$ cat config.mk
export PLATFORM = sky130hd
export DESIGN_NAME = clbp_code_unit
export DESIGN_NICKNAME = d
export VERILOG_FILES = /design/src/hw/rtl/clbp_pkg.sv /design/src/hw/rtl/clbp_code_unit.sv
export SDC_FILE = /design/constraint.sdc
export NUM_CORES = 1
export LEC_CHECK = 0
export BUFFER_PORTS_ARGS = -buffer_cell sky130_fd_sc_hd__buf_2
export CORE_AREA = 2 2 242 244
export CTS_CLUSTER_DIAMETER = 30
export DETAILED_ROUTE_END_ITERATION = 10
export DIE_AREA = 0 0 244 246
export GPL_TIMING_DRIVEN = 0
export HOLD_SLACK_MARGIN = 0.06
export PLACE_DENSITY = 0.73
export SYNTH_ARGS = -nofsm -noshare
export SYNTH_HDL_FRONTEND = slang
export SYNTH_SLANG_ARGS = --single-unit
$ cat constraint.sdc
create_clock -name i_clk -period 9.75 [get_ports i_clk]
set_input_delay 1.4625 -clock i_clk [delete_from_list [all_inputs] [get_ports i_clk]]
set_output_delay 1.4625 -clock i_clk [all_outputs]
set_load 0.01 [all_outputs]
$ cat src/hw/rtl/clbp_pkg.sv
`timescale 1ns / 1ps

package clbp_pkg;

    // circle geometry is fixed: radius 1, eight sample points
    localparam int RADIUS    = 1;
    localparam int NEIGHBORS = 8;
    localparam int WIN       = 2 * RADIUS + 1;
    localparam int LINES     = 2 * RADIUS;
    localparam int SLOT_W    = $clog2(LINES);
    localparam int WIN_IW    = $clog2(WIN);
    localparam int CODE_W    = 8;
    localparam int PIX_W     = 16;
    localparam int CFG_W     = 11;
    localparam int ROW_W     = 10;
    localparam int SUM_W     = PIX_W + 11;
    localparam int MAX_HEIGHT = 1024;

    localparam logic [CFG_W-1:0] LINE_WIDTH_RESET   = 11'd640;
    localparam logic [CFG_W-1:0] FRAME_HEIGHT_RESET = 11'd480;

    // register indexes on the configuration port
    localparam logic REG_LINE_WIDTH   = 1'b0;
    localparam logic REG_FRAME_HEIGHT = 1'b1;

    typedef logic signed [PIX_W-1:0] t_pixel;
    typedef logic signed [SUM_W-1:0] t_sum;
    typedef logic [8:0]              t_weight;
    typedef logic [WIN_IW-1:0]       t_win_idx;
    typedef t_pixel                  t_column [WIN];
    typedef t_pixel                  t_window [WIN][WIN];

    typedef struct packed {
        logic valid;
        logic emit;
        logic frame_end;
    } t_stage;

    // window indexes (row, column) of the four taps of each sample point:
    // floor row / floor column / ceiling row / ceiling column
    localparam t_win_idx PT_ROW_F [NEIGHBORS] = '{2'd1, 2'd0, 2'd0, 2'd0,
                                                  2'd1, 2'd1, 2'd2, 2'd1};
    localparam t_win_idx PT_COL_F [NEIGHBORS] = '{2'd2, 2'd1, 2'd1, 2'd0,
                                                  2'd0, 2'd0, 2'd1, 2'd1};
    localparam t_win_idx PT_ROW_C [NEIGHBORS] = '{2'd1, 2'd1, 2'd0, 2'd1,
                                                  2'd1, 2'd2, 2'd2, 2'd2};
    localparam t_win_idx PT_COL_C [NEIGHBORS] = '{2'd2, 2'd2, 2'd1, 2'd1,
                                                  2'd0, 2'd1, 2'd1, 2'd2};

    // bilinear weights, 8 fraction bits, each set sums to 256
    localparam t_weight PT_W1 [NEIGHBORS] = '{9'd256, 9'd53,  9'd256, 9'd128,
                                              9'd256, 9'd53,  9'd256, 9'd22};
    localparam t_weight PT_W2 [NEIGHBORS] = '{9'd0,   9'd128, 9'd0,   9'd53,
                                              9'd0,   9'd22,  9'd0,   9'd53};
    localparam t_weight PT_W3 [NEIGHBORS] = '{9'd0,   9'd22,  9'd0,   9'd53,
                                              9'd0,   9'd128, 9'd0,   9'd53};
    localparam t_weight PT_W4 [NEIGHBORS] = '{9'd0,   9'd53,  9'd0,   9'd22,
                                              9'd0,   9'd53,  9'd0,   9'd128};

    function automatic t_sum weigh(t_weight w, t_pixel p);
        t_sum ws;
        t_sum ps;
        ws = t_sum'($signed({1'b0, w}));
        ps = t_sum'(p);
        return ws * ps;
    endfunction

endpackage

$ cat src/hw/rtl/clbp_code_unit.sv
`timescale 1ns / 1ps

module clbp_code_unit
    import clbp_pkg::*;
(
    input  logic              i_clk,
    input  logic              i_en,
    input  t_window           i_win,
    output logic [CODE_W-1:0] o_code
);

    t_sum r_sum [NEIGHBORS];
    t_sum r_centre;
    t_sum n_sum [NEIGHBORS];

    always_comb begin
        for (int n = 0; n < NEIGHBORS; n++) begin
            n_sum[n] = weigh(PT_W1[n], i_win[PT_ROW_F[n]][PT_COL_F[n]])
                     + weigh(PT_W2[n], i_win[PT_ROW_F[n]][PT_COL_C[n]])
                     + weigh(PT_W3[n], i_win[PT_ROW_C[n]][PT_COL_F[n]])
                     + weigh(PT_W4[n], i_win[PT_ROW_C[n]][PT_COL_C[n]]);
        end
    end

    always_ff @(posedge i_clk) begin
        if (i_en) begin
            r_sum    <= n_sum;
            r_centre <= t_sum'(i_win[RADIUS][RADIUS]) <<< 8;
        end
    end

    // points beyond the code width are dropped
    always_comb begin
        o_code = '0;
        for (int n = 0; n < NEIGHBORS; n++) begin
            if (n < CODE_W) begin
                o_code[n] = (r_sum[n] >= r_centre);
            end
        end
    end

endmodule
Word-level counts from Yosys, hierarchy flattened
Cells that the tools add are included.
- flip-flop bits (word level): 188
- word-level logic and storage cells: 34
- add/subtract/negate cells: 12
- $mul: 5
- order comparisons: 8
- operators by type and width (operator ; number):
    27-bit by 24-bit greater-or-equal comparator with 1-bit output ; 4
    24-bit greater-or-equal comparator ; 4
    7-bit by 16-bit multiplier with 23-bit output (first input constant) ; 4
    25-bit by 23-bit adder with 26-bit output ; 3
    24-bit by 23-bit adder with 25-bit output ; 3
    23-bit by 23-bit adder with 24-bit output ; 2
    25-bit by 22-bit adder with 26-bit output ; 1
    24-bit by 22-bit adder with 25-bit output ; 1
    22-bit by 23-bit adder with 24-bit output ; 1
    23-bit by 22-bit adder with 24-bit output ; 1
    5-bit by 16-bit multiplier with 21-bit output (first input constant) ; 1

Depth between registers and ports, before layout
Gate-level depths: netlist of run 1.
- depth after elaboration: 4
- depth in mapped cells: 29
- gate-level depth less buffers: 28

Least setup slack after synthesis of run 1
Ideal clock, no wire load.
- path type: input to register
- start: input i_win[81] in the netlist's numbering
- end: register r_sum[77] in the netlist's numbering (data pin)
- library setup time: 0.180 ns
- arrival time: 7.473 ns
- data required time: 9.570 ns
- path slack: 2.097 ns
- cell stages on the path: 27
- cell sequence: ha_1 inv_1 fa_1 inv_1 ha_1 fa_1 ha_1 a21oi_1 nor2b_1 a311o_1 a311o_1 a311oi_1 nor3_1 xor2_1 fa_1 inv_1 fa_1 inv_1 ha_1 clkbuf_1 a21oi_1 o21bai_1 a21o_1 o21bai_1 a32oi_1 or4b_1 o311ai_1
- RTL lines (what ; line ; text):
    start: declaration ; clbp_code_unit.sv:8 ; input t_window i_win,
    end signal: assignment ; clbp_code_unit.sv:27 ; r_sum <= n_sum;
    end: declaration ; clbp_code_unit.sv:12 ; t_sum r_sum [NEIGHBORS];

==> impl_metrics.prom, run 1 <==
# TYPE chip_impl_metric gauge
chip_impl_metric{name="area_of_the_core",unit="mm2"} 0.0574
chip_impl_metric{name="finalCriticalPeriod",unit="ps"} 8950
chip_impl_info{name="end_kind",value="flip-flop"} 1
chip_impl_metric{name="drt-total-wl",unit="um"} 72000
chip_impl_metric{name="numClockSinks",unit=""} 184
chip_impl_metric{name="clockBufferDepth",unit=""} 2
chip_impl_metric{name="antenna_diode_instance_count",unit=""} 0
chip_impl_metric{name="fin_nets",unit=""} 4025
chip_impl_metric{name="grt_usage",unit="%"} 24.5
chip_impl_metric{name="effective_utilization_at_floorplan",unit="%"} 49.4
chip_impl_info{name="outcome",value="finished, final reports clean"} 1
chip_impl_metric{name="worst-slew-pin-transition",unit="ps"} 1270
chip_impl_metric{name="drtIter0Drc",unit=""} 1669
chip_impl_metric{name="grt_overflow_total",unit=""} 0
chip_impl_metric{name="vias",unit=""} 20903
chip_impl_metric{name="ys_seq_elements",unit=""} 184
chip_impl_info{name="clk_root_buffer_cell",value="sky130_fd_sc_hd__clkbuf_16"} 1
chip_impl_info{name="crit_slowest_cell",value="sky130_fd_sc_hd__a2111oi_0"} 1
chip_impl_info{name="rsz0062_at_grt",value="false"} 1
chip_impl_metric{name="critPathMaxStageDelay",unit="ps"} 1110
chip_impl_info{name="commonest_non_fill_non_tap_cell_in_the_layout",value="sky130_fd_sc_hd__inv_1"} 1
chip_impl_info{name="cts_tree",value="yes"} 1
chip_impl_metric{name="max_cap_viol_count",unit=""} 0
chip_impl_metric{name="cts_made_buffers",unit=""} 17
chip_impl_metric{name="synth.distinct_cells",unit=""} 79
chip_impl_metric{name="final_total_negative_setup_slack",unit="ps"} 0
chip_impl_metric{name="share_of_layout_cells_above_drive_strength_1",unit="%"} 6.87
chip_impl_metric{name="fmax",unit="MHz"} 112
chip_impl_metric{name="h_tree_level_count",unit=""} 4
chip_impl_info{name="ys.flop_type",value="sky130_fd_sc_hd__edfxtp_1"} 1
chip_impl_metric{name="pins_over_their_slew_limit",unit=""} 0
chip_impl_metric{name="grt_pass1_wl",unit="um"} 111000
chip_impl_metric{name="fp-row-count",unit=""} 88
chip_impl_metric{name="drt.antenna.violating_nets",unit=""} 0
chip_impl_metric{name="post_synthesis_cells",unit=""} 2900
chip_impl_metric{name="slew_headroom",unit="%"} 13.5
chip_impl_info{name="hold_path_class",value="in2reg"} 1
chip_impl_metric{name="detail_route.first_pass.iterations",unit=""} 5
chip_impl_metric{name="worst_hold_slack",unit="ps"} 1210
chip_impl_metric{name="die_area",unit="mm2"} 0.0600
chip_impl_metric{name="ios",unit=""} 154
chip_impl_metric{name="fillCellCount",unit=""} 5096
chip_impl_metric{name="sequential_cell_area",unit="mm2"} 0.00553
chip_impl_metric{name="die_h",unit="um"} 246
chip_impl_metric{name="async_flop_share",unit="%"} 0
chip_impl_metric{name="die_boundary_width",unit="um"} 244
chip_impl_metric{name="detail_route.drc_violations",unit=""} 0
chip_impl_metric{name="multi_input_area",unit="mm2"} 0.0203
chip_impl_metric{name="final_min_period_over_clock_period",unit="%"} 91.8
chip_impl_metric{name="finalSetupViolCount",unit=""} 0
chip_impl_metric{name="synth_edf_count",unit=""} 184
chip_impl_metric{name="area_growth_syn_to_layout",unit="%"} 8.47
chip_impl_metric{name="grt_pass1_vias",unit=""} 19648
chip_impl_metric{name="vias_per_cell",unit=""} 5.43
chip_impl_metric{name="synth.yosys.warnings",unit=""} 0
chip_impl_metric{name="post_synth_instance_area",unit="mm2"} 0.0283
chip_impl_info{name="final_cell_mix",value="sky130_fd_sc_hd__inv_1 (662), sky130_fd_sc_hd__ha_1 (524), sky130_fd_sc_hd__fa_1 (281), sky130_fd_sc_hd__edfxtp_1 (184), sky130_fd_sc_hd__a21oi_1 (167)"} 1
chip_impl_metric{name="port_buffers",unit=""} 153
chip_impl_metric{name="final-hold-violation-count",unit=""} 0
chip_impl_metric{name="maximum_fanout_count_along_the_critical_path",unit=""} 6
chip_impl_metric{name="cts_resized",unit=""} 0
chip_impl_metric{name="cp_data_required_time",unit="ps"} 9970
chip_impl_metric{name="antenna_found_initial",unit=""} 1
chip_impl_metric{name="grt_start_max_net_pins",unit=""} 114
chip_impl_metric{name="worst_setup_hold_path_clk_slew",unit="ps"} 70
chip_impl_metric{name="post_cts_buffers",unit=""} 0
chip_impl_metric{name="postSynthNetCount",unit=""} 3851
chip_impl_metric{name="routabilityCongestion",unit=""} 0.955
chip_impl_metric{name="worstPathArrival",unit="ps"} 9170
chip_impl_metric{name="dpl.hpwl",unit="um"} 61300
chip_impl_info{name="crit_path_start_kind",value="input pin"} 1
chip_impl_info{name="criticalPathCategory",value="in2reg"} 1
chip_impl_metric{name="routedWlPerCell",unit="um"} 18.7
chip_impl_metric{name="yosysSeqAreaShare",unit="%"} 19.5
chip_impl_metric{name="count_of_hold_fix_buffers_inserted_at_cts",unit=""} 0
chip_impl_metric{name="synth_area_per_cell",unit="um2"} 9.77
==> worst paths after layout <==
| path | from | end | slack, ps | depth (start not counted) |
|---|---|---|---|---|
| worst min-delay path | i_en | r_sum[47]$_DFFE_PP_ | 1210 | 1 |
| worst max-delay path | i_win[81] | r_sum[78]$_DFFE_PP_ | 800 | 26 |
==> worst max-delay path: cells and delay by family <==
family	cells	cell delay, ps
compound gates	10	3800
fa+ha+maj	8	2990
buf+inv	5	400
simple gates	2	370
xor+xnor	1	130
==> metrics by stage <==
stage / instance area [um2] / worst slack [ps] / cells / utilization (%)
after floorplan: 28300 / 2100 / 2900 / -
final: 30700 / 799 / 3852 / 53.6
after CTS: 30700 / 1090 / 3852 / 53.6
after global placement: 30000 / 736 / 3818 / 52.4
after global routing: 30700 / 611 / 3852 / 53.6
after detailed placement: 30100 / 615 / 3820 / 52.5
==> layer usage <==
metal,track usage [%],vias to the layer above,routed length [um]
met3,2.95,90,4070
met5,0,-,0
met4,8.77,0,2330
met1,34.4,9926,32800
met2,39.0,644,32800
li1,-,10243,-
==> cell usage after synthesis (5+ instances only) <==
cell type | count | area [um2]
sky130_fd_sc_hd__or3_1 | 9 | 56.3
sky130_fd_sc_hd__a41oi_1 | 5 | 43.8
sky130_fd_sc_hd__and3_1 | 19 | 119
sky130_fd_sc_hd__nor4b_1 | 5 | 43.8
sky130_fd_sc_hd__ha_1 | 524 | 6560
sky130_fd_sc_hd__o31a_1 | 8 | 70.1
sky130_fd_sc_hd__o21ai_0 | 93 | 465
sky130_fd_sc_hd__nor3_1 | 32 | 160
sky130_fd_sc_hd__a31oi_1 | 18 | 113
sky130_fd_sc_hd__a211oi_1 | 20 | 150
sky130_fd_sc_hd__o211ai_1 | 18 | 135
sky130_fd_sc_hd__and2_1 | 9 | 56.3
sky130_fd_sc_hd__nor3b_1 | 6 | 45.0
sky130_fd_sc_hd__a21boi_0 | 8 | 60.1
sky130_fd_sc_hd__nand2_1 | 91 | 342
sky130_fd_sc_hd__a2111oi_0 | 7 | 61.3
sky130_fd_sc_hd__o21a_1 | 27 | 203
sky130_fd_sc_hd__fa_1 | 281 | 5630
sky130_fd_sc_hd__nor2b_1 | 35 | 219
sky130_fd_sc_hd__o22ai_1 | 7 | 43.8
sky130_fd_sc_hd__xor2_1 | 67 | 587
sky130_fd_sc_hd__a21oi_1 | 167 | 836
sky130_fd_sc_hd__a211o_1 | 11 | 96.3
sky130_fd_sc_hd__or2_2 | 6 | 37.5
sky130_fd_sc_hd__nand3_1 | 35 | 175
sky130_fd_sc_hd__nor4_1 | 6 | 37.5
sky130_fd_sc_hd__o21ai_1 | 9 | 45.0
sky130_fd_sc_hd__a311o_1 | 5 | 50.1
sky130_fd_sc_hd__o31ai_1 | 11 | 82.6
sky130_fd_sc_hd__nand2b_1 | 26 | 163
sky130_fd_sc_hd__clkbuf_1 | 12 | 45.0
sky130_fd_sc_hd__nor2_1 | 105 | 394
sky130_fd_sc_hd__a21o_1 | 102 | 766
sky130_fd_sc_hd__o2111ai_1 | 7 | 61.3
sky130_fd_sc_hd__inv_1 | 662 | 2480
sky130_fd_sc_hd__edfxtp_1 | 184 | 5530
sky130_fd_sc_hd__a311oi_1 | 5 | 43.8
sky130_fd_sc_hd__xnor2_1 | 123 | 1080
sky130_fd_sc_hd__o21bai_1 | 24 | 180
sky130_fd_sc_hd__nand4_1 | 31 | 194
==> flip-flops by register name (all words and copies together), names as in the netlist <==
register and flops:
r_sum 168, r_centre 16
==> layout make-up <==
| class | instances | share of cell area, % |
|---|---|---|
| buffer | 13 | 0.163 |
| clock buffer | 18 | 1.40 |
| clock inverter | 14 | 0.591 |
| inverter | 662 | 8.09 |
| multi-input combinational | 2041 | 66.0 |
| sequential | 184 | 18.0 |
| tap | 765 | 3.12 |
| timing repair buffer | 155 | 2.70 |
==> logic make-up after synthesis <==
| logic type | Yosys count | share of synthesized area [%] |
|---|---|---|
| XOR/XNOR | 194 | 6.19 |
| buffers and inverters | 675 | 8.95 |
| adder cells (fa/ha/maj) | 805 | 43.0 |
| multiplexers | 4 | 0.141 |
| AND/OR/NAND/NOR | 433 | 7.77 |
| AO/OA/AOI/OAI | 605 | 14.4 |
| flip-flops | 184 | 19.5 |
Power of run 1 is not shown: default switching activity piles up to over one toggle a cycle in this logic, so the estimate is an artifact.
==> inputs of run 2 (changes only) <==
--- a/config.mk
+++ b/config.mk
@@ -5,11 +5,12 @@
 export SDC_FILE = /design/constraint.sdc
 export NUM_CORES = 1
 export LEC_CHECK = 0
+export ABC_AREA = 1
 export BUFFER_PORTS_ARGS = -buffer_cell sky130_fd_sc_hd__buf_2
-export CORE_AREA = 2 2 242 244
+export CORE_AREA = 2 2 250 252
 export CTS_CLUSTER_DIAMETER = 30
 export DETAILED_ROUTE_END_ITERATION = 10
-export DIE_AREA = 0 0 244 246
+export DIE_AREA = 0 0 252 254
 export GPL_TIMING_DRIVEN = 0
 export HOLD_SLACK_MARGIN = 0.06
 export PLACE_DENSITY = 0.73
==> impl_metrics.prom, run 2 <==
# TYPE chip_impl_metric gauge
chip_impl_info{name="outcome",value="finished, final reports clean"} 1
chip_impl_metric{name="clockBufferDepth",unit=""} 2
chip_impl_metric{name="detail_route.drc_violations",unit=""} 0
chip_impl_metric{name="antenna_diode_instance_count",unit=""} 0
chip_impl_metric{name="final_total_negative_setup_slack",unit="ps"} 0
chip_impl_metric{name="pins_over_their_slew_limit",unit=""} 0
chip_impl_metric{name="effective_utilization_at_floorplan",unit="%"} 49.5
chip_impl_info{name="crit_path_start_kind",value="input pin"} 1
chip_impl_metric{name="final-hold-violation-count",unit=""} 0
chip_impl_metric{name="area_of_the_core",unit="mm2"} 0.0613
chip_impl_metric{name="cp_data_required_time",unit="ps"} 9990
chip_impl_info{name="rsz0062_at_grt",value="false"} 1
chip_impl_metric{name="routedWlPerCell",unit="um"} 19.3
chip_impl_metric{name="post_cts_buffers",unit=""} 0
chip_impl_info{name="ys.flop_type",value="sky130_fd_sc_hd__edfxtp_1"} 1
chip_impl_metric{name="synth_edf_count",unit=""} 184
chip_impl_metric{name="routabilityCongestion",unit=""} 1.00
chip_impl_metric{name="port_buffers",unit=""} 153
chip_impl_info{name="synth_area_leader_cell",value="sky130_fd_sc_hd__ha_1"} 1
chip_impl_metric{name="final_min_period_over_clock_period",unit="%"} 77.2
chip_impl_metric{name="slew_headroom",unit="%"} 5.42
chip_impl_metric{name="drt-total-wl",unit="um"} 91300
chip_impl_metric{name="grt_overflow_total",unit=""} 0
chip_impl_info{name="criticalPathCategory",value="in2reg"} 1
chip_impl_info{name="clk_root_buffer_cell",value="sky130_fd_sc_hd__clkbuf_16"} 1
chip_impl_metric{name="count_of_hold_fix_buffers_inserted_at_cts",unit=""} 0
chip_impl_info{name="hold_path_class",value="in2reg"} 1
chip_impl_info{name="crit_slowest_cell",value="sky130_fd_sc_hd__xor2_1"} 1
chip_impl_metric{name="worstPathArrival",unit="ps"} 7770
chip_impl_metric{name="h_tree_level_count",unit=""} 4
chip_impl_metric{name="worst-path-stages",unit=""} 24
chip_impl_metric{name="postSynthNetCount",unit=""} 4697
chip_impl_metric{name="synth_area_per_cell",unit="um2"} 8.09
chip_impl_info{name="layout_top_registers",value="r_sum x168, r_centre x16"} 1
chip_impl_metric{name="maximum_fanout_count_along_the_critical_path",unit=""} 6
chip_impl_metric{name="share_of_layout_cells_above_drive_strength_1",unit="%"} 5.70
chip_impl_metric{name="worst-slew-pin-transition",unit="ps"} 1420
chip_impl_metric{name="dpl.hpwl",unit="um"} 76900
chip_impl_info{name="cell_family_with_the_largest_share_of_critical_path_delay",value="adder cells"} 1
chip_impl_metric{name="cts_made_buffers",unit=""} 17
chip_impl_info{name="post_synth_main_area_contributors",value="sky130_fd_sc_hd__ha_1 (22%), sky130_fd_sc_hd__fa_1 (19%), sky130_fd_sc_hd__edfxtp_1 (18%)"} 1
chip_impl_metric{name="drt.antenna.violating_nets",unit=""} 0
chip_impl_info{name="final_cell_mix",value="sky130_fd_sc_hd__inv_1 (868), sky130_fd_sc_hd__nand2_1 (700), sky130_fd_sc_hd__ha_1 (524), sky130_fd_sc_hd__fa_1 (281)"} 1
chip_impl_metric{name="yosysTopAreaCellShare",unit="%"} 21.6
chip_impl_metric{name="fin_nets",unit=""} 4870
chip_impl_metric{name="vias_per_cell",unit=""} 5.33
chip_impl_metric{name="yosysSeqAreaShare",unit="%"} 18.2
chip_impl_metric{name="grt_start_max_net_pins",unit=""} 106
chip_impl_metric{name="detail_route.first_pass.iterations",unit=""} 6
chip_impl_info{name="cpMostUsedCell",value="sky130_fd_sc_hd__nand2_1"} 1
chip_impl_metric{name="finalSetupViolCount",unit=""} 0
chip_impl_metric{name="numClockSinks",unit=""} 184
chip_impl_metric{name="fp-row-count",unit=""} 91
chip_impl_metric{name="final_cell_count_without_fillers",unit=""} 4722
chip_impl_metric{name="max_cap_viol_count",unit=""} 0
chip_impl_info{name="cts_tree",value="yes"} 1
chip_impl_metric{name="async_flop_share",unit="%"} 0
chip_impl_metric{name="die_boundary_width",unit="um"} 252
chip_impl_metric{name="drtIter0Drc",unit=""} 1952
chip_impl_metric{name="ys_seq_elements",unit=""} 184
chip_impl_metric{name="grt_usage",unit="%"} 29.3
chip_impl_metric{name="post_synthesis_cells",unit=""} 3746
chip_impl_metric{name="grt_pass1_vias",unit=""} 24028
chip_impl_metric{name="post_synth_instance_area",unit="mm2"} 0.0303
chip_impl_metric{name="finalCriticalPeriod",unit="ps"} 7530
chip_impl_info{name="synth_top_cells_by_count",value="sky130_fd_sc_hd__inv_1 (868), sky130_fd_sc_hd__nand2_1 (700), sky130_fd_sc_hd__ha_1 (524)"} 1
chip_impl_metric{name="die_h",unit="um"} 254
chip_impl_metric{name="area_growth_syn_to_layout",unit="%"} 7.88
chip_impl_info{name="commonest_non_fill_non_tap_cell_in_the_layout",value="sky130_fd_sc_hd__inv_1"} 1
chip_impl_metric{name="die_area",unit="mm2"} 0.0640
chip_impl_metric{name="cts_resized",unit=""} 0
chip_impl_metric{name="synth.distinct_cells",unit=""} 43
chip_impl_metric{name="antenna_found_initial",unit=""} 2
chip_impl_metric{name="path_buf_inv",unit=""} 4
chip_impl_metric{name="largest_reg_flops",unit=""} 168
chip_impl_metric{name="synth.yosys.warnings",unit=""} 0
chip_impl_info{name="post-synth-top-count-cell",value="sky130_fd_sc_hd__inv_1"} 1
chip_impl_metric{name="vias",unit=""} 25174
chip_impl_info{name="crit_path_cell_trace",value="buf_2, ha_1, fa_1, ha_1, inv_1, fa_1, inv_1, ha_1, a21oi_1, a21boi_0, nand2_1, nand2_1, nand3_1, xor2_1, fa_1, fa_1, ha_1, nand2_1, inv_1, a21oi_1, a21boi_0, nand3_1, nand2_1, nand2_1"} 1
chip_impl_metric{name="grt_pass1_wl",unit="um"} 138000
chip_impl_metric{name="ios",unit=""} 154
chip_impl_metric{name="fmax",unit="MHz"} 133
chip_impl_metric{name="critPathMaxStageDelay",unit="ps"} 900
chip_impl_info{name="max_flop_register",value="r_sum"} 1
chip_impl_metric{name="worst_hold_path_cell_count",unit=""} 1
chip_impl_metric{name="worst_setup_hold_path_clk_slew",unit="ps"} 80
chip_impl_metric{name="dpl.cell_count",unit=""} 4690
chip_impl_info{name="end_kind",value="flip-flop"} 1
-- run 2: cell type report --
class / count / area, um2
fillers: 5865 / 28600
flip-flops and latches: 184 / 5530
clock inverters: 15 / 169
plain buffers: 4 / 18.8
clock buffers: 17 / 425
inverters: 870 / 3270
well taps: 790 / 988
multi-input cells: 2688 / 21500
repair buffers: 154 / 803
-- run 2: worst paths after layout --
check,from,endpoint,slack (ps)
worst max-delay path,i_win[88],r_sum[77]$_DFFE_PP_,2220
worst min-delay path,i_win[76],r_centre[20]$_DFFE_PP_,1190
-- run 2: metal layers --
metal | routed length [um] | part of all wire [%] | vias to the layer above | GRT usage (%)
met1 | 38800 | 42 | 11859 | 38.3
met2 | 42000 | 46 | 793 | 48.3
met3 | 6400 | 7.0 | 147 | 4.61
met4 | 4070 | 4.5 | 2 | 12.3
li1 | - | - | 12373 | -
met5 | 13 | 0.014 | - | 0
-- run 2: kinds of logic after synthesis --
logic type | Yosys count | share of synthesized area [%]
simple gates | 1285 | 18.1
buf+inv | 874 | 10.8
fa+ha+maj | 805 | 40.2
compound gates | 434 | 7.91
flops | 184 | 18.2
xor+xnor | 164 | 4.74
-- run 2: per-stage QoR --
| stage | setup WS, ps | cell area, um2 | hold WS (ps) | utilization, % |
|---|---|---|---|---|
| 6_report | 2220 | 32700 | 1190 | 53.3 |
| 5_1_grt | 1850 | 32700 | 1170 | 53.3 |
| 4_1_cts | 2290 | 32700 | 1160 | 53.3 |
| 3_5_place_dp | 1750 | 32100 | 1710 | 52.4 |
| 3_3_place_gp | 1760 | 32000 | 1700 | 52.3 |
| 2_1_floorplan | 3120 | 30300 | 1560 | - |
Power of run 2 is left out for the same reason.
