<file path="config.mk">
export PLATFORM = sky130hd
export DESIGN_NAME = clbp_col_cell
export DESIGN_NICKNAME = d
export VERILOG_FILES = /design/src/hw/rtl/clbp_pkg.sv /design/src/hw/rtl/clbp_col_cell.sv
export SDC_FILE = /design/constraint.sdc
export NUM_CORES = 1
export LEC_CHECK = 0
export ABC_AREA = 1
export BUFFER_PORTS_ARGS = -buffer_cell sky130_fd_sc_hd__buf_2
export CAP_MARGIN = 20
export CORE_MARGIN = 10
export CORE_UTILIZATION = 50
export CTS_BUF_LIST = sky130_fd_sc_hd__clkbuf_4
export CTS_CLUSTER_DIAMETER = 100
export DETAILED_ROUTE_END_ITERATION = 10
export HOLD_SLACK_MARGIN = 0.08
export PLACE_DENSITY = 0.85
export SLEW_MARGIN = 20
export SYNTH_ARGS = -nofsm -noshare
export SYNTH_HDL_FRONTEND = slang
export SYNTH_SLANG_ARGS = --single-unit
</file>
<file path="constraint.sdc">
create_clock -name i_clk -period 1.1 [get_ports i_clk]
set_input_delay 0.11 -clock i_clk [delete_from_list [all_inputs] [get_ports i_clk]]
set_output_delay 0.11 -clock i_clk [all_outputs]
set_load 0.05 [all_outputs]
</file>
<file path="src/hw/rtl/clbp_pkg.sv">
`timescale 1ns / 1ps

package clbp_pkg;

    // circle geometry is fixed: radius 1, eight sample points
    localparam int RADIUS    = 1;
    localparam int NEIGHBORS = 8;
    localparam int WIN       = 2 * RADIUS + 1;
    localparam int LINES     = 2 * RADIUS;
    localparam int SLOT_W    = $clog2(LINES);
    localparam int WIN_IW    = $clog2(WIN);
    localparam int CODE_W    = 8;
    localparam int PIX_W     = 16;
    localparam int CFG_W     = 11;
    localparam int ROW_W     = 10;
    localparam int SUM_W     = PIX_W + 11;
    localparam int MAX_HEIGHT = 1024;

    localparam logic [CFG_W-1:0] LINE_WIDTH_RESET   = 11'd640;
    localparam logic [CFG_W-1:0] FRAME_HEIGHT_RESET = 11'd480;

    // register indexes on the configuration port
    localparam logic REG_LINE_WIDTH   = 1'b0;
    localparam logic REG_FRAME_HEIGHT = 1'b1;

    typedef logic signed [PIX_W-1:0] t_pixel;
    typedef logic signed [SUM_W-1:0] t_sum;
    typedef logic [8:0]              t_weight;
    typedef logic [WIN_IW-1:0]       t_win_idx;
    typedef t_pixel                  t_column [WIN];
    typedef t_pixel                  t_window [WIN][WIN];

    typedef struct packed {
        logic valid;
        logic emit;
        logic frame_end;
    } t_stage;

    // window indexes (row, column) of the four taps of each sample point:
    // floor row / floor column / ceiling row / ceiling column
    localparam t_win_idx PT_ROW_F [NEIGHBORS] = '{2'd1, 2'd0, 2'd0, 2'd0,
                                                  2'd1, 2'd1, 2'd2, 2'd1};
    localparam t_win_idx PT_COL_F [NEIGHBORS] = '{2'd2, 2'd1, 2'd1, 2'd0,
                                                  2'd0, 2'd0, 2'd1, 2'd1};
    localparam t_win_idx PT_ROW_C [NEIGHBORS] = '{2'd1, 2'd1, 2'd0, 2'd1,
                                                  2'd1, 2'd2, 2'd2, 2'd2};
    localparam t_win_idx PT_COL_C [NEIGHBORS] = '{2'd2, 2'd2, 2'd1, 2'd1,
                                                  2'd0, 2'd1, 2'd1, 2'd2};

    // bilinear weights, 8 fraction bits, each set sums to 256
    localparam t_weight PT_W1 [NEIGHBORS] = '{9'd256, 9'd53,  9'd256, 9'd128,
                                              9'd256, 9'd53,  9'd256, 9'd22};
    localparam t_weight PT_W2 [NEIGHBORS] = '{9'd0,   9'd128, 9'd0,   9'd53,
                                              9'd0,   9'd22,  9'd0,   9'd53};
    localparam t_weight PT_W3 [NEIGHBORS] = '{9'd0,   9'd22,  9'd0,   9'd53,
                                              9'd0,   9'd128, 9'd0,   9'd53};
    localparam t_weight PT_W4 [NEIGHBORS] = '{9'd0,   9'd53,  9'd0,   9'd22,
                                              9'd0,   9'd53,  9'd0,   9'd128};

    function automatic t_sum weigh(t_weight w, t_pixel p);
        t_sum ws;
        t_sum ps;
        ws = t_sum'($signed({1'b0, w}));
        ps = t_sum'(p);
        return ws * ps;
    endfunction

endpackage

</file>
<file path="src/hw/rtl/clbp_col_cell.sv">
`timescale 1ns / 1ps

module clbp_col_cell
    import clbp_pkg::*;
(
    input  logic    i_clk,
    input  logic    i_rst_n,
    input  logic    i_shift,
    input  t_column i_col,
    output t_column o_col
);

    t_column r_col;

    always_ff @(posedge i_clk) begin
        if (!i_rst_n) begin
            for (int k = 0; k < WIN; k++) begin
                r_col[k] <= '0;
            end
        end else if (i_shift) begin
            r_col <= i_col;
        end
    end

    assign o_col = r_col;

endmodule

</file>
==> Word level (Yosys, flattened, before mapping) <==
Cells that the tools add are included.
{ "totals": {"wordCells": 3, "output_inout_bits": 48, "reg_bits": 48} }

==> Longest topological paths before layout <==
Gate-level depths: netlist (run 1).
{ "depth": {"word_depth": 0, "depth_mapped": 5} }

==> Worst setup path after synthesis (run 1) <==
Ideal clock, no wire load.
{ "synth_timing": {"path_kind": "register to register", "from": "reg, netlist name o_col[45]", "to": "reg r_col (netlist bit o_col[45])", "required_ps": 1036, "path_slack_ps": 242, "arrival_ps": 794, "synth_period_minus_slack_ps": 858, "path_stages_with_launch": 3, "cell_sequence": "dfxtp_1 nor2_1 nor2_1"} }
{ "synth_lines": {"columns": ["element", "line_no", "source"], "rows": [
  ["end signal: assignment", "clbp_col_cell.sv:21", "r_col <= i_col;"],
  ["end: declaration", "clbp_col_cell.sv:13", "t_column r_col;"]
]} }

==> Worst setup path after layout (run 1) <==
{ "layout_timing": {"from": "reg r_col (netlist bit o_col[1])", "to": "out o_col[1] (netlist bit)"} }
{ "layout_lines": {"columns": ["element", "line_no", "source"], "rows": [
  ["end: declaration", "clbp_col_cell.sv:10", "output t_column o_col"]
]} }
No word-level cell between the ends.

==> results list, run 1 <==
* Max rail drop VDD: 1.00 mV
* Detailed Place HPWL: 3.64 mm
- Critical path start-end classification: reg -> out
- Ratio of final minimum period to clock period: 97.5%
* Global routing usage summed across all routing layers: 17.9%
- The design draws 3.92 mW.
- Initial cell density of the core: 52.7%
* Synthesized netlist cell count: 304
* Standby leakage power: 1.80 nW
* Fill cell count: 245
- The die is 82.8 um wide.
* Root buffer selected by CTS: sky130_fd_sc_hd__clkbuf_4
* Peak clock frequency supported by timing: 932 MHz
* Area enclosed by the die boundary: 6860 um2
- CTS sink count: 48
- Along the worst path, the maximum fanout reaches 2.
- Sorting the synthesized cells by how often they occur yields sky130_fd_sc_hd__nand2_1, sky130_fd_sc_hd__nor2_1, sky130_fd_sc_hd__dfxtp_1, sky130_fd_sc_hd__inv_1, sky130_fd_sc_hd__buf_2.
* Stages on the worst setup path: 1
- Data arrival time of the critical path: 960 ps
* Site row count: 22
* Number of nets produced by synthesis: 355
- Summing the areas of all xor and xnor instances in the mapped netlist gives 0% of the synthesized area.
* Setup crit end kind: output port
- Final global-route overflow total: 0
- Summing the areas of all fa, ha and maj instances in the mapped netlist gives 0% of the synthesized area.
- For this run, the slowest stage of the critical path takes 370 ps.
* Number of flip-flops under the largest register name: 48
- The total count of max-transition violations in the final report came to 0.
- Clock tree from TritonCTS: done
- Cell area after synthesis: 1970 um2
* PortBufs: 98
- Entering global routing, the biggest net connects 49 pins.
* Library cell occupying the most area in the post-synthesis netlist: sky130_fd_sc_hd__dfxtp_1
- Number of setup violations in the final report: 0
- Total negative setup slack: 0 ps
* Share of synthesized area spent on multiplexers: 0%
* Combined buffer and inverter count along the critical path: 1
- Worst-case clock buffer depth: 2
* Outcome: finished clean
- Proportion of layout cells with a drive suffix above 1: 24.2%
- Worst hold path class: in -> reg
* Top FF cell, synth: sky130_fd_sc_hd__dfxtp_1
- Dominant cells by area after synthesis: sky130_fd_sc_hd__dfxtp_1, sky130_fd_sc_hd__nand2_1, sky130_fd_sc_hd__nor2_1
* Compound-gate portion of the synthesized area: 0%
* Post-layout net count: 496
- Dominant delay contributor by cell family on the critical path: flip-flops
- The final-report hold violation count is 0.
- Summing the areas of all and, or, nand and nor instances in the mapped netlist gives 36.5% of the synthesized area.
- Data required time of the critical path: 990 ps
- First-iteration detailed-routing DRC count: 112
* Number of cells in the finished layout apart from fillers: 495
- The total area inside the core boundary comes to 3740 um2.
* Pwr Density: 1250 nW/um2
- Sequential area share after synthesis: 48.7%
- In this run, distinct cell masters in the synthesized netlist total 8.
- DRC violation count after routing: 0
* Proportion of netlist area held by the largest area contributor: 48.7%
* Dominant combinational cell family by area after synthesis: simple AND/OR/NAND/NOR gates
* Vias per cell: 4.40
- Antenna violation net count after detailed routing: 0
- Worst max-slew margin expressed relative to the limit: 82.6%
* Critical-path cell list: clkbuf_4
- The worst register-to-register path has a depth of 2.
* Post-synthesis async set-or-reset flop share: 0%
* Max-cap viol count: 0
- Slowest library cell on the worst path: sky130_fd_sc_hd__dfxtp_1
- Yosys printed 0 warnings.
- H-tree levels: 2
- Post-layout min period: 1070 ps
* Clock Skew: 0 ps
- After clock tree synthesis, the clock-pin slew on the worst setup and hold paths is 130 ps.
- The first global-routing pass estimated 10.4 mm of wire.
- Synthesis inferred 48 register bits.
- First-pass iteration count of the detailed router: 4
- Via count of the first global-routing pass: 2145
- Compared with the post-synthesis result, the final layout area differs by 58.9%.
* Boundary pin count: 99
* Total vias in the final route: 2177
- The initial antenna violation count is 1.
- Hold Path Depth: 4
- Latest clock arrival within the worst-skew pair: 340 ps
- At the end of routability-driven placement, the weighted congestion stood at 0.717.
- Number of instances in the placed design: 437
- Actual transition at the worst max-transition pin: 262 ps
* Syn_area_per_cell: 6.49 um2
* Die Span Y: 82.8 um
- Clock buffers created by TritonCTS: 5
* Post-synth EDFFs: 0
* CP startpoint kind: flip-flop
- Routed WL: 6.49 mm
- Dividing the detail-routed wire length by the instance count gives 13.1 um.
==> final timing paths <==
path	startpoint	end	slack [ps]
worst max-delay path	o_col[1]	o_col[1]	30
worst min-delay path	i_shift	o_col[25]	260
worst max register to register	o_col[21]	o_col[21]	430
worst min register to register	o_col[43]	o_col[43]	480
==> per-layer routing <==
metal / routed length, um / share of wire, % / global-route usage, %
met3: 528 / 8.1 / 7.42
met2: 3390 / 52 / 32.0
met4: 94 / 1.4 / 6.00
met1: 2480 / 38 / 18.2
met5: 0 / 0 / 0
==> cell families after synthesis <==
kind of cell / count (synthesis)
flops: 48
buf+inv: 64
simple gates: 192
==> layout make-up <==
class                           count  area [um2]  share of cell area, %
Timing Repair Buffer              150        1150                   36.8
Sequential cell                    48         961                   30.6
Multi-Input combinational cell    192         721                   23.0
Inverter                           48         180                   5.75
Tap cell                           48        60.1                   1.92
Clock buffer                        7        52.6                   1.68
Clock inverter                      1        3.75                  0.120
Antenna cell                        1        2.50                 0.0798
==> layout by cell type, fill, tap and decap left out, drive strengths merged <==
| cell type | Yosys | routed |
|---|---|---|
| clkbuf | 2 | 30 |
| clkinv | 0 | 1 |
| dfxtp | 48 | 48 |
| nand2 | 96 | 96 |
| nor2 | 96 | 96 |
| buf | 14 | 78 |
| diode | 0 | 1 |
| inv | 48 | 48 |
| dlygate4sd3 | 0 | 49 |
==> stage by stage <==
stage	utilization [%]	hold slack [ps]	worst slack, ps	area, um2
after CTS	81.2	247	0.300	3040
after global placement	66.0	388	351	2470
final	83.8	264	27.6	3140
after detailed placement	66.0	402	317	2470
after floorplan	-	298	242	1970
after global routing	83.8	272	-23.7	3140
==> repair_timing <==
| item | in CTS | in global routing |
|---|---|---|
| pin swaps | 0 | 0 |
| hold buffers | 49 | 0 |
| setup buffers | 0 | 0 |
| gates cloned | 0 | 0 |
| gates resized for setup | 8 | 50 |
| endpoints found under the hold margin | 48 | 0 |
| setup endpoints to repair | 8 | 36 |
==> power breakdown <==
group          switching, mW  internal, mW  leakage (nW)
Combinational          0.747         0.439          1.37
Clock                  0.507         0.296        0.0338
Sequential            0.0696          1.86         0.399
Total                   1.32          2.60          1.80
No activity file was read; power rests on OpenSTA's default activity.
==> run 2, diff against run 1 <==
==> constraint.sdc (replaced) <==
create_clock -name i_clk -period 1.1 [get_ports i_clk]
set_input_delay 0.11 -clock i_clk [delete_from_list [all_inputs] [get_ports i_clk]]
set_output_delay 0.11 -clock i_clk [all_outputs]
set_load 0.01 [all_outputs]
==> run 2 against run 1 <==
Via count is 2.4% lower. Sequential share of layout area is 1.2 points higher. Core utilization fell by 3.1 points. Die area unchanged. Sequential cell count unchanged. Critical path type unchanged. Highest routed layer unchanged.
==> results list, run 2 (synthesis results as in run 1) <==
- The initial antenna violation count is 0 (was 1).
- Data required time of the critical path: 990 ps (about the same)
- Register area: 961 um2 (unchanged)
* Worst max-slew margin expressed relative to the limit: 87.4% (was 82.6%)
* Combined buffer and inverter count along the critical path: 1 (unchanged)
- CTS sink count: 48 (unchanged)
* Number of setup violations in the final report: 0 (unchanged)
* Root buffer selected by CTS: sky130_fd_sc_hd__clkbuf_4 (unchanged)
* Total area of multi-input combinational cells: 721 um2 (unchanged)
* Worst flop-to-flop path endpoint: o_col[21] (unchanged)
- Post-layout min period: 984 ps (was 1070 ps)
- The element type at the critical path end was an output port (unchanged).
- The total power after layout came to 3.46 mW (was 3.92 mW).
* Commonest cells after routing, fill and taps aside: sky130_fd_sc_hd__buf_2, sky130_fd_sc_hd__nor2_1, sky130_fd_sc_hd__nand2_1 (was sky130_fd_sc_hd__nor2_1, sky130_fd_sc_hd__nand2_1, sky130_fd_sc_hd__buf_2)
* Synth-to-Final Area Change: 53.0% (was 58.9%)
* Ratio of final minimum period to clock period: 89.4% (was 97.5%)
- The sort of element at the start of the critical path is a flip-flop (unchanged).
- The number of global-route vias before repair came to 2072 (was 2145).
* Max rail drop VDD: 1.01 mV (was 1.00 mV)
- The effective utilization at floorplan is 52.7% (unchanged).
- The number of nets in the layout is 496 (unchanged).
- The proportion of power drawn by flip-flops and latches was 55.5% (was 49.2%).
* Peak clock frequency supported by timing: 1020 MHz (was 932 MHz)
- Depth of the worst register-to-register path: 2 (unchanged)
- Total negative setup slack: 0 ps (unchanged)
- The slack of the worst reg-to-reg path was 470 ps (was 430 ps).
- Startpoint of the lowest-slack register-to-register path: o_col[21] (unchanged)
* CP Max Fanout: 2 (unchanged)
* Proportion of power drawn by combinational gates: 21.6% (was 30.3%)
* Data arrival time of the critical path: 870 ps (was 960 ps)
* Detailed Place HPWL: 3.64 mm (unchanged)
* First-pass iteration count of the detailed router: 4 (unchanged)
* Routed WL: 5.84 mm (was 6.49 mm)
* Max-cap viol count: 0 (unchanged)
- Number of flip-flops under the largest register name: 48 (unchanged)
* Dominant delay contributor by cell family on the critical path: flip-flops (unchanged)
- Vias per cell: 4.30 (was 4.40)
- Stages on the worst setup path: 1 (unchanged)
- Boundary pin count: 99 (unchanged)
- The share of power burned in the clock network was 22.9% (was 20.5%).
- Area enclosed by the die boundary: 6860 um2 (unchanged)
* Wire length of the first global-routing pass: 9.76 mm (was 10.4 mm)
- The type of the most critical hold path is in -> reg (unchanged).
- The pin count of the biggest net entering global routing is 49 (unchanged).
* First-iteration detailed-routing DRC count: 86 (was 112)
- Site row count: 22 (unchanged)
- Max Transition Viols Final: 0 (unchanged)
- The minimum hold slack was 261 ps (was 264 ps).
- The antenna diode instance count is 0 (was 1).
- The termination of the worst setup path was o_col[35] (was o_col[1]).
* Cell internal power dissipation: 2.54 mW (was 2.60 mW)
- The global placer's final weighted congestion is 0.717 (unchanged).
- The post-detailed-route DRC marker count was 0 (unchanged).
- Outcome: finished clean (unchanged)
- The global router's overall resource usage is 16.5% (was 17.9%).
* Clock tree from TritonCTS: done (unchanged)
- Critical-path cell list: buf_2 (was clkbuf_4).
- Commonest non-fill, non-tap cell in the layout: sky130_fd_sc_hd__buf_2
- Switching power: 925 uW (was 1.32 mW)
- Clock buffers created by TritonCTS: 5 (unchanged)
- Number of setup buffers added after CTS: 0 (unchanged)
* H-tree levels: 2 (unchanged)
- The vertical die dimension was 82.8 um (unchanged).
* Clk slew on worst S/H paths: 120 ps (was 130 ps)
* Average wire per standard cell: 11.8 um (was 13.1 um)
- Latest clock arrival within the worst-skew pair: 340 ps (about the same)
* Clock Skew: 0 ps (unchanged)
* Pwr Density: 1150 nW/um2 (was 1250 nW/um2)
* Worst setup startpoint: o_col[35] (was o_col[1])
- Critical path start-end classification: reg -> out (unchanged)
- The count of nets left with antenna violations after detail routing is 0 (unchanged).
- Setup repair after global routing missed its margin: no
- The leakage dissipation is 1.80 nW (about the same).
- The die outline width was 82.8 um (unchanged).
- The fraction of power spent switching nets was 26.7% (was 33.8%).
- The start point of the worst hold path is i_shift (unchanged).
- The floorplan core area is 3740 um2 (unchanged).
- The share of post-route cells with drive strength above 1 was 24.2% (unchanged).
* Final global-route overflow total: 0 (unchanged)
* Worst-case clock buffer depth: 2 (unchanged)
- The transition time at the pin with the least slew margin is 188 ps (was 262 ps).
- Slowest Stage Delay on Critical Path: 380 ps (was 370 ps)
- The number of fillers in the final layout came to 278 (was 245).
- Total vias in the final route: 2124 (was 2177)
* PortBufs: 98 (unchanged)
- Final hold vios: 0 (unchanged)
- Slowest library cell on the worst path: sky130_fd_sc_hd__dfxtp_1 (unchanged)
==> run 2: cell types whose count changed in the layout (fill, tap and decap cells not counted) <==
cell	change
sky130_fd_sc_hd__clkbuf_4	-23
sky130_fd_sc_hd__diode_2	-1
sky130_fd_sc_hd__buf_4	-20
sky130_fd_sc_hd__buf_6	-1
sky130_fd_sc_hd__buf_2	+44
==> run 2: how the worst min path moves through the flow <==
stage	endpoint	cells after the start	slack, ps
finish	o_col[14]	4	260
global route	o_col[15]	4	280
global placement	o_col[24]	5	390
detailed placement	o_col[4]	5	400
CTS	o_col[14]	4	250
floorplan	o_col[0]	4	300
==> run 2: metrics by stage <==
step	instance area [um2]	setup slack, ps	util, %	std cells
global route	3020	61.1	80.6	494
floorplan	1970	361	-	304
detailed placement	2470	317	66.0	437
global placement	2470	351	66.0	437
finish	3020	116	80.6	494
CTS	3020	112	80.6	494
==> run 2: layout make-up <==
class	count	share of cell area, %
Timing Repair Buffer	150	34.5
Sequential cell	48	31.8
Multi-Input combinational cell	192	23.9
Inverter	48	5.97
Tap cell	48	1.99
Clock buffer	7	1.74
Clock inverter	1	0.124
==> run 2: power groups by stage <==
stage | Clock, mW | Sequential [mW] | Combinational, mW
after floorplan | 0 | 2.02 | 0.291
after global placement | 0 | 1.95 | 0.591
after detailed placement | 0 | 1.96 | 0.608
after CTS | 0.822 | 1.92 | 0.741
after global routing | 0.878 | 1.93 | 0.847
final | 0.792 | 1.92 | 0.748
==> run 2: layer usage <==
metal,part of all wire [%],vias up,global-route usage [%]
met3,8.5,7,6.64
met4,1.1,0,4.92
li1,-,1134,-
met1,40,910,17.6
met5,0,-,0
met2,50,73,29.1
==> run 2: timing repair <==
action	in CTS	in global routing
resized for setup	0	0
endpoints found under the hold margin	48	0
hold buffers	49	0
==> run 3, diff against run 2 <==
==> constraint.sdc (replaced) <==
create_clock -name i_clk -period 1.1 [get_ports i_clk]
set_input_delay 0.165 -clock i_clk [delete_from_list [all_inputs] [get_ports i_clk]]
set_output_delay 0.165 -clock i_clk [all_outputs]
set_load 0.01 [all_outputs]
==> run 3 against run 2 <==
Cell count decreased by 5.9%. Non-clock buffer count decreased by 29. Design area is 8.5% lower. Critical path depth stayed put. Clock-buffer cell count shrank 1. Power increased by 4.6%. Routed wire length fell by 12%. Sequential cell count is the same. Setup slack worse by 46 ps. Core utilization shrank 6.9 points. First-iteration DRC count is 28% higher. Register-to-register slack gained 40 ps. Critical path type unchanged. Highest routed layer unchanged.
==> results list, run 3 (synthesis results as in run 1) <==
- The total iterations of the first detailed-routing run was 6 (was 4).
- The vertical die dimension is 82.8 um (unchanged).
* Slowest library cell on the worst path: sky130_fd_sc_hd__dfxtp_1 (unchanged)
- The clock buffer count from CTS is 5 (unchanged).
- The CTS tree is done (unchanged).
- The half-perimeter wire length of the detailed placement result was 3.68 mm (was 3.64 mm).
* Worst flop-to-flop path endpoint: o_col[23] (was o_col[21])
* Synth-to-Final Area Change: 40.0% (was 53.0%)
* Antenna diode count: 0 (unchanged)
- Worst max-slew margin expressed relative to the limit: 84.4% (was 87.4%)
- The post-cts repair resize count is 0 (unchanged).
- The worst slack at placement is 264 ps (was 317 ps).
- The initial antenna violation count came to 0 (unchanged).
- Stages on the worst setup path: 1 (unchanged)
- The peak supply drop was 0.976 mV (was 1.01 mV).
- Proportion of layout cells with a drive suffix above 1: 26.4% (was 24.2%)
- The final period utilization came to 93.7% (was 89.4%).
* Commonest non-fill, non-tap cell in the layout: sky130_fd_sc_hd__buf_2 (unchanged)
* PnR worst setup slack: 69.7 ps (was 116 ps)
- Die width: 82.8 um (unchanged)
- Pwr Density: 1310 nW/um2 (was 1150 nW/um2)
- The total number of vias is 1949 (was 2124).
- Post-layout net count: 467 (was 496)
- Max-cap viol count: 0 (unchanged)
* Via count of the first global-routing pass: 1897 (was 2072)
* Startpoint of the lowest-slack register-to-register path: o_col[23] (was o_col[21])
* Max Transition Viols Final: 0 (unchanged)
* CP startpoint kind: flip-flop (unchanged)
- The pin count of the biggest net entering global routing came to 49 (unchanged).
* Boundary pin count: 99 (unchanged)
- Routed WL: 5.15 mm (was 5.84 mm)
- The overflow left after global routing is 0 (unchanged).
* Initial cell density of the core: 52.7% (unchanged)
- The global router's overall resource usage came to 14.7% (was 16.5%).
* Critical path start-end classification: reg -> out (unchanged)
- The die area came to 6860 um2 (unchanged).
- Site row count: 22 (unchanged)
- Commonest cells after routing, fill and taps aside: sky130_fd_sc_hd__buf_2, sky130_fd_sc_hd__nor2_1, sky130_fd_sc_hd__nand2_1 (unchanged)
- The post-CTS clock slew at the launch and capture registers of the worst setup and hold paths was 140 ps (was 120 ps).
- The count of nets left with antenna violations after detail routing was 0 (unchanged).
- The average detailed-routed wire length per instance was 11.1 um (was 11.8 um).
* DRC violation count after routing: 0 (unchanged)
* Slowest Stage Delay on Critical Path: 370 ps (was 380 ps)
* Latest clock arrival within the worst-skew pair: 350 ps (was 340 ps)
- Wire length of the first global-routing pass: 8.67 mm (was 9.76 mm)
- Worst hold path class: in -> reg (unchanged)
* Data arrival time of the critical path: 870 ps (about the same)
- Post-layout min period: 1030 ps (was 984 ps)
* Placer Congestion: 0.713 (was 0.717)
- Critical-path cell list: buf_2 (unchanged)
* CTS sink count: 48 (unchanged)
* Outcome: finished clean (unchanged)
- The count of buffer and inverter cells on the critical path is 1 (unchanged).
* Min-Delay Endpoint: o_col[3] (was o_col[14])
- The slack of the worst reg-to-reg path is 510 ps (was 470 ps).
- The deepest level of the CTS H-tree was 2 (unchanged).
- First-iteration detailed-routing DRC count: 110 (was 86)
* Setup repair after global routing missed its margin: no (unchanged)
* Data required time of the critical path: 940 ps (was 990 ps)
* Worst-case clock buffer depth: 2 (unchanged)
* Core ar.: 3740 um2 (unchanged)
- Hold Path Depth: 5 (was 4)
- The root buffer cell is sky130_fd_sc_hd__clkbuf_4 (unchanged).
- The top cell family by delay on the critical path was flip-flops (unchanged).
* Setup crit end kind: output port (unchanged)
* Depth of the worst register-to-register path: 2 (unchanged)
- The number of vias per cell came to 4.19 (was 4.30).
- Peak clock frequency supported by timing: 971 MHz (was 1020 MHz)
* Actual transition at the worst max-transition pin: 233 ps (was 188 ps)
- The final-report hold violation count was 0 (unchanged).
* Standby leakage power: 1.69 nW (was 1.80 nW)
- Total negative setup slack: 0 ps (unchanged)
- The clock tree skew after final layout came to 0 ps (unchanged).
- CP Max Fanout: 2 (unchanged)
- Number of setup violations in the final report: 0 (unchanged)
* Number of flip-flops under the largest register name: 48 (unchanged)
- The number of fillers in the final layout is 329 (was 278).
* Startpoint of the worst hold path: i_col[3] (was i_shift)
* PortBufs: 98 (unchanged)
run 3: cell types whose count changed in the layout (fill, tap and decap cells not counted):
cell	change
sky130_fd_sc_hd__buf_12	+1
sky130_fd_sc_hd__bufinv_16	+1
sky130_fd_sc_hd__clkbuf_4	-1
sky130_fd_sc_hd__clkinv_1	-1
sky130_fd_sc_hd__clkinv_2	+1
sky130_fd_sc_hd__dlygate4sd3_1	-30
run 3: per-stage QoR:
stage	instance area [um2]	util, %	std cells	total power, mW	hold WS, ps
2_1_floorplan	1970	-	304	2.31	353
3_3_place_gp	2490	66.6	438	2.55	444
3_5_place_dp	2490	66.6	438	2.57	459
4_1_cts	2760	73.8	465	3.65	80.8
5_1_grt	2760	73.8	465	3.82	81.5
6_report	2760	73.8	465	3.62	91.9
run 3: worst max path at each step:
| stage | from | end | slack (ps) |
|---|---|---|---|
| 3_5_place_dp | i_shift | o_col[34] | 260 |
| 4_1_cts | o_col[23] | o_col[23] | 50 |
| 3_3_place_gp | i_shift | o_col[20] | 300 |
| 5_1_grt | o_col[12] | o_col[12] | 10 |
| 2_1_floorplan | i_shift | o_col[10] | 310 |
| 6_report | o_col[13] | o_col[13] | 70 |
run 3: timing repair:
action | 4_1_cts | 5_1_grt
endpoints found under the setup margin | 0 | 0
setup buffers | 0 | 0
endpoints found under the hold margin | 19 | 0
hold buffers | 19 | 0
run 3: power by group:
part	internal (mW)	leakage, nW	switching [mW]
registers	1.86	0.399	0.0587
clock network	0.502	0.0456	0.537
logic	0.317	1.25	0.345
run 3: final cells by class:
class	count	area (um2)	share of cell area, %
clock buffer	6	45.0	1.63
clock inverter	2	35.0	1.27
inverter	48	180	6.52
multi-input combinational	192	721	26.1
sequential	48	961	34.8
tap	48	60.1	2.17
timing repair buffer	121	761	27.5
run 3: layer usage:
| layer | GRT usage [%] | share of wire (%) | up-vias |
|---|---|---|---|
| met2 | 24.1 | 45 | 76 |
| li1 | - | - | 1075 |
| met3 | 6.74 | 9.8 | 9 |
| met5 | 0 | 0 | - |
| met4 | 5.23 | 1.8 | 0 |
| met1 | 16.2 | 43 | 789 |
